### config.mk
export PLATFORM = sky130hd
export DESIGN_NAME = eyvm_sine
export DESIGN_NICKNAME = d
export VERILOG_FILES = /design/src/hdl/eyvm_pkg.sv /design/src/hdl/eyvm_sine.sv
export SDC_FILE = /design/constraint.sdc
export NUM_CORES = 2
export LEC_CHECK = 0
export BUFFER_PORTS_ARGS = -buffer_cell sky130_fd_sc_hd__buf_4
export CAP_MARGIN = 25
export CORE_ASPECT_RATIO = 1.2
export CORE_MARGIN = 1
export CORE_UTILIZATION = 57
export DETAILED_ROUTE_END_ITERATION = 8
export MAX_ROUTING_LAYER = met4
export PLACE_DENSITY = 0.72
export SYNTH_ARGS = -nofsm -noshare
export SYNTH_HDL_FRONTEND = slang
export SYNTH_SLANG_ARGS = --single-unit
export TNS_END_PERCENT = 5
### constraint.sdc
create_clock -name clk_i -period 8 [get_ports clk_i]
set_input_delay 0.4 -clock clk_i [delete_from_list [all_inputs] [get_ports clk_i]]
set_output_delay 0.4 -clock clk_i [all_outputs]
set_load 0.02 [all_outputs]
### src/hdl/eyvm_pkg.sv
// ----------------------------------------------------------------------------
// eyvm_pkg
// Shared constants, types and fixed-point helpers of the Y-X-Z view matrix.
// ----------------------------------------------------------------------------
package eyvm_pkg;

  localparam int unsigned ANGLE_BITS_DEF = 16;
  localparam int unsigned ANGLE_W        = 16;
  localparam int unsigned PHASE_W        = 16;
  localparam int unsigned AXIS_W         = 16;
  localparam int unsigned POS_W          = 32;
  localparam int unsigned SINE_LAT       = 5;

  localparam logic [PHASE_W-1:0] QUARTER_TURN = 16'd16384;
  localparam logic [PHASE_W-1:0] THREE_QUART  = 16'd49152;

  localparam logic [13:0] SIN_B = 14'd10512;
  localparam logic [14:0] SIN_A = 15'd25736;
  localparam logic [10:0] SIN_C = 11'd1160;

  typedef logic signed [AXIS_W-1:0] q14_t;
  typedef logic [PHASE_W-1:0]       phase_t;

  // Q1.14 product rounded half up
  function automatic q14_t qmul(input q14_t a, input q14_t b);
    logic signed [31:0] p;
    logic signed [31:0] r;
    begin
      p = a * b;
      r = (p + 32'sd8192) >>> 14;
      return r[AXIS_W-1:0];
    end
  endfunction

  // clamp a sum of products to +-1.0
  function automatic q14_t clamp_axis(input logic signed [17:0] v);
    begin
      if (v > 18'sd16384) begin
        return 16'sd16384;
      end else if (v < -18'sd16384) begin
        return -16'sd16384;
      end else begin
        return v[AXIS_W-1:0];
      end
    end
  endfunction

endpackage

### src/hdl/eyvm_sine.sv
// ----------------------------------------------------------------------------
// eyvm_sine
// Five-stage Q1.14 sine of a 16-bit binary angle by an odd polynomial.
// ----------------------------------------------------------------------------
module eyvm_sine
  import eyvm_pkg::*;
(
  input  logic   clk_i,
  input  phase_t phase_i,
  output q14_t   sine_o
);

  logic signed [17:0] z;
  logic [14:0] a_d;

  logic [14:0] a1_q, a2_q, a3_q, a4_q;
  logic        neg1_q, neg2_q, neg3_q, neg4_q;
  logic [14:0] sq2_q, sq3_q;
  logic [13:0] t1_q;
  logic [14:0] t2_q;
  q14_t        sine_q;

  logic [29:0] sq_prod;
  logic [25:0] c_prod;
  logic [28:0] t_prod;
  logic [29:0] s_prod;
  logic [16:0] s_ext;

  // fold into [-quarter, quarter]
  always_comb begin
    if (phase_i < QUARTER_TURN) begin
      z = $signed({2'b00, phase_i});
    end else if (phase_i < THREE_QUART) begin
      z = 18'sd32768 - $signed({2'b00, phase_i});
    end else begin
      z = $signed({2'b00, phase_i}) - 18'sd65536;
    end
    a_d = z[17] ? 15'(-z) : z[14:0];
  end

  assign sq_prod = a1_q * a1_q;
  assign c_prod  = sq2_q * SIN_C;
  assign t_prod  = sq3_q * t1_q;
  assign s_prod  = a4_q * t2_q;
  assign s_ext   = {1'b0, s_prod[29:14]};

  always_ff @(posedge clk_i) begin
    a1_q   <= a_d;
    neg1_q <= z[17];
    sq2_q  <= sq_prod[28:14];
    a2_q   <= a1_q;
    neg2_q <= neg1_q;
    t1_q   <= SIN_B - 14'(c_prod[25:14]);
    sq3_q  <= sq2_q;
    a3_q   <= a2_q;
    neg3_q <= neg2_q;
    t2_q   <= SIN_A - t_prod[28:14];
    a4_q   <= a3_q;
    neg4_q <= neg3_q;
    sine_q <= neg4_q ? q14_t'(-s_ext) : q14_t'(s_ext);
  end

  assign sine_o = sine_q;

endmodule

# Word level (Yosys, flattened, before mapping)
# Cells that the tools add are included.
dict set report op_classes {
  addsub 6
  mul 4
  order_cmp 2
  mux 4
}
# op count
set op_table {}
lappend op_table {{$mux W18} 2}
lappend op_table {{$mul A15 B15 Y30} 1}
lappend op_table {{$mul A15 B14 Y29} 1}
lappend op_table {{$mul A15 B15 Y29} 1}
lappend op_table {{$mul A15 B8 Y23 const B} 1}
lappend op_table {{$sub A16 B17 Y18 const B} 1}
lappend op_table {{$sub A16 B16 Y17 const A} 1}
lappend op_table {{$lt A16 B15 Y1 const B} 1}
lappend op_table {{$lt A16 B16 Y1 const B} 1}
lappend op_table {{$mux W16} 1}
lappend op_table {{$neg A16 Y16} 1}
lappend op_table {{$mux W15} 1}
lappend op_table {{$neg A15 Y15} 1}
lappend op_table {{$sub A15 B15 Y15 const A} 1}
lappend op_table {{$sub A14 B12 Y14 const A} 1}
dict set report word_totals {
  reg_bits 139
}

# Depth between registers and ports, before layout
dict set report logic_depth {
  word_depth 5
  ltp_mapped 30
}

# Least setup slack after synthesis
# Ideal clock, no wire load.
dict set report synth_path {
  kind {reg-to-reg}
  from {register t1_q[5]}
  to {register t2_q[14]}
  t_arrival_ns 6.746
  required_time_ns 7.872
  slack_ns 1.126
  stages_incl_launch_ff 30
  path_buffers 1
  synth_period_minus_slack_ns 6.874
  path_cell_list {dfxtp_1 > clkbuf_1 > nand2_1 > fa_1 > inv_1 > fa_1 > inv_1 > fa_1 > inv_1 > fa_1 > fa_1 > inv_1 > fa_1 > inv_1 > ha_1 > a21o_1 > a21o_1 > a21oi_1 > o31a_1 > a31oi_1 > xor2_1 > inv_1 > ha_1 > inv_1 > o311a_1 > o31a_1 > o21ai_2 > a311oi_1 > a2111oi_2 > xnor2_1}
}
dict set report synth_via {
  elab_chain_cells 2
}
# item line_no
set synth_lines {}
lappend synth_lines {{start: declaration} eyvm_sine.sv:19} ;# logic [13:0] t1_q;
lappend synth_lines {{start signal: assignment} eyvm_sine.sv:53} ;# t1_q <= SIN_B - 14'(c_prod[25:14]);
lappend synth_lines {{$mul A15 B14 Y29} eyvm_sine.sv:43} ;# assign t_prod = sq3_q * t1_q;
lappend synth_lines {{$sub A15 B15 Y15} eyvm_sine.sv:57} ;# t2_q <= SIN_A - t_prod[28:14];
lappend synth_lines {{end signal: assignment} eyvm_sine.sv:57}
lappend synth_lines {{end: declaration} eyvm_sine.sv:20} ;# logic [14:0] t2_q;
# No other way between the ends.

# Worst setup path in the final report
dict set report layout_path {
  from {register t2_q[6]}
  to {register sine_q[15] (netlist: sine_o[15])}
}
dict set report layout_via {
  elab_chain_cells 3
}
# item line_no
set layout_lines {}
lappend layout_lines {{$mul A15 B15 Y30 *} eyvm_sine.sv:44} ;# assign s_prod = a4_q * t2_q;
lappend layout_lines {{$neg A16 Y16} eyvm_sine.sv:60} ;# sine_q <= neg4_q ? q14_t'(-s_ext) : q14_t'(s_ext);
lappend layout_lines {{$mux W16 *} eyvm_sine.sv:60}
lappend layout_lines {{end signal: assignment} eyvm_sine.sv:60}
lappend layout_lines {{end: declaration} eyvm_sine.sv:21} ;# q14_t sine_q;
# Mark *: on every way between the ends. The rest lies on a longest branch, timed or not.

==> flow_summary_export.csv <==
group,metric,value,unit
timing,final-setup-viol-count,0,
logic_synthesis,yosys_warnings,0,
die,core_area,0.0430,sq mm
critical_path,worstPathMaxFanout,15,
clock_network,post_cts_resized,0,
logic_synthesis,synth_common_cells,"596 x inv_1, 462 x fa_1, 321 x ha_1",
global_routing,grt_pass1_vias,19300,
global_routing,grt_max_degree,19,
detailed_routing,wl,54.7,mm
finish,drive_gt1_share,3.66,%
critical_path,endpoint,"sine_o[15]$_DFF_P_",
placed_design,hpwl,46.7,mm
logic_synthesis,synthTopCellsByArea,"fa_1 37%, ha_1 16%, dfxtp_1 11%, inv_1 9.0%, and2_1 7.0%",
die,dieArea,0.0446,sq mm
critical_path,critPathCaptureType,"flop",
critical_path,reg2reg_depth,23,
clock_network,numCtsBuffers,17,
placed_design,gp_congestion,0.909,
critical_path,reg2reg_slack,0.47,ns
logic_synthesis,synthFlopType,"dfxtp_1",
timing,tns,0,ns
critical_path,cp_top_family,"adder cells",
clock_network,holdBufCountCts,0,
critical_path,cpMaxStageDelayCell,"dfxtp_1",
die,initial_core_util,58.0,%
die,die_w,193,um
clock_network,cts_tree,"done",
logic_synthesis,synth_top_area_share,37.1,%
timing,fin_crit_sh,94.1,%
global_routing,grt_use_total,27.2,%
critical_path,reg2reg_to,"sine_o[15]$_DFF_P_",
critical_path,path_cells,"nand2_1 -> fa_1 -> inv_1 -> fa_1 -> inv_1 -> fa_1 -> inv_1 -> fa_1 -> fa_1 -> inv_1 -> fa_1 -> inv_1 -> ha_1 -> and4_1 -> nand2_1 -> o31ai_1 -> o2111ai_1 -> a311oi_1 -> a21oi_1 -> o21bai_1 -> xor2_1 -> o31ai_1 -> xnor2_1",
finish,diodes,0,
run,drv_cap,0,
critical_path,worstSetupStartpoint,"t2_q[6]$_DFF_P_",
finish,area_growth,5.54,%
critical_path,crit_cells,23,
detailed_routing,ant_nets,0,
timing,hold_viol_final,0,
logic_synthesis,ys_ff_latch,139,
critical_path,cp_common_cell,"fa_1",
critical_path,cp-start-kind,"flop",
detailed_routing,drcViolationCount,3,
worst_hold_path,hold_path.class,"primary input to flop",
timing,fin_skew,0.00949,ns
logic_synthesis,synth.most_common_cell,"inv_1",
global_routing,grt_pass1_wl,92.3,mm
clock_network,h-tree-depth,4,
critical_path,slowest_delay,0.74,ns
logic_synthesis,ys_seq_area_share,11.2,%
logic_synthesis,syn_nets,3477,
placed_design,portBuffers,32,
timing,fmax,133,MHz
clock_network,cts.sinks,139,
status,violations,"design-rule violations",
logic_synthesis,syn_area_per_cell,9.32,sq um
clock_network,path_clk_slew,0.06,ns
clock_network,cts_root_buf,"clkbuf_16",
timing,worst_pin_slew,0.930,ns
global_routing,overflow,0,
critical_path,cp.arrival,7.86,ns
critical_path,r2r_start,"t2_q[6]$_DFF_P_",
clock_network,post_cts_buffers,0,
detailed_routing,vias,17400,
die,rows,83,
logic_synthesis,syn-cell-area,0.0250,sq mm
detailed_routing,first_iter_violations,744,
timing,slew_violations,0,
worst_hold_path,hold_depth,1,
timing,slew_headroom,37.9,%
status,outcome,"finished with violations",
critical_path,cp.required,8.33,ns
timing,rsz0062_at_grt,"no",
logic_synthesis,synthArstFlopShare,0,%
finish,nets,3463,
global_routing,antenna_found_initial,0,
timing,finalCriticalPeriod,7.53,ns
critical_path,critPathKind,"flop to flop",
detailed_routing,vias_per_cell,5.40,
clock_network,clock_path_buffers,2,
logic_synthesis,synth_area_leader_cell,"fa_1",
detailed_routing,wire_per_inst,16.9,um
die,dieHeight,231,um
logic_synthesis,synthDistinctLibCells,65,
logic_synthesis,netlist_instances,2677,
die,io_pins,33,
clock_network,insertion_delay,0.46,ns
critical_path,path_buf_inv,5,
detailed_routing,dr.pass1.iters,7,
logic_synthesis,synth_edf_count,0,
==> metal layers <==
| metal | vias up | GRT usage, % | wire [um] |
|---|---|---|---|
| met5 | - | - | 0 |
| met4 | 0 | 11.2 | 2090 |
| met3 | 130 | 2.85 | 1760 |
| met2 | 358 | 47.8 | 28700 |
| met1 | 8820 | 31.3 | 22100 |
| li1 | 8136 | - | - |
==> how the worst min path moves through the flow <==
| stage | from | to |
|---|---|---|
| 4_1_cts | phase_i[0] | a1_q[0]$_DFF_P_ |
| 3_3_place_gp | a2_q[14]$_DFF_P_ | a3_q[14]$_DFF_P_ |
| 2_1_floorplan | a2_q[0]$_DFF_P_ | a3_q[0]$_DFF_P_ |
| 5_1_grt | phase_i[0] | a1_q[0]$_DFF_P_ |
| 6_report | phase_i[0] | a1_q[0]$_DFF_P_ |
| 3_5_place_dp | a3_q[6]$_DFF_P_ | a4_q[6]$_DFF_P_ |
==> layout by cell type (no fill, tap or decap), types with 12 or more instances in the layout <==
| master | count |
|---|---|
| inv_1 | 596 |
| fa_1 | 462 |
| ha_1 | 321 |
| nand2_1 | 285 |
| and2_1 | 279 |
| dfxtp_1 | 139 |
| xnor2_1 | 84 |
| nor2_1 | 72 |
| buf_4 | 49 |
| xor2_1 | 41 |
| a21oi_1 | 40 |
| nor3_1 | 25 |
| a21o_1 | 24 |
| o21ai_0 | 22 |
| clkbuf_16 | 17 |
| nand3_1 | 14 |
| o21a_1 | 12 |
| nor2b_1 | 12 |
==> cells by family (layout without fill, tap and decap cells) <==
kind of cell               count (synthesis)  count (layout)  share of synthesized area (%)
xor gates and xnor gates                 125             125                           4.39
buffers and inverters                    678             677                           10.2
muxes                                      7               7                          0.291
AOI/OAI and AO/OA                        196             196                           5.69
and+or+nand+nor                          749             749                           15.1
DFF                                      139             139                           11.2
adders and majority gates                783             783                           53.2
==> flip-flops by register name, indices dropped and copies added, names as in the netlist, 14 cells and up <==
signal	count
sq2_q	15
sq3_q	15
sine_o	16
t1_q	14
a4_q	15
a2_q	15
a3_q	15
t2_q	15
a1_q	15
==> through the flow <==
step	instances	area [sq um]	utilization, %	hold slack, ns	setup WS [ns]
2_1_floorplan	2677	25000	-	0.310	1.13
3_3_place_gp	3196	25700	59.8	0.310	0.644
3_5_place_dp	3196	25700	59.8	0.312	0.580
4_1_cts	3228	26300	61.3	0.0704	0.554
5_1_grt	3228	26300	61.3	0.0698	0.0468
6_report	3228	26300	61.3	0.0863	0.471
==> final cells by class <==
type / instances / area, sq um
Multi-Input combinational cell: 1860 / 19600
Fill cell: 3644 / 16700
Sequential cell: 139 / 2780
Inverter: 596 / 2240
Tap cell: 552 / 691
Clock buffer: 20 / 447
Timing Repair Buffer: 49 / 368
Clock inverter: 12 / 185
Power is not shown: default switching activity piles up to over one toggle a cycle in this logic, so the estimate is an artifact.
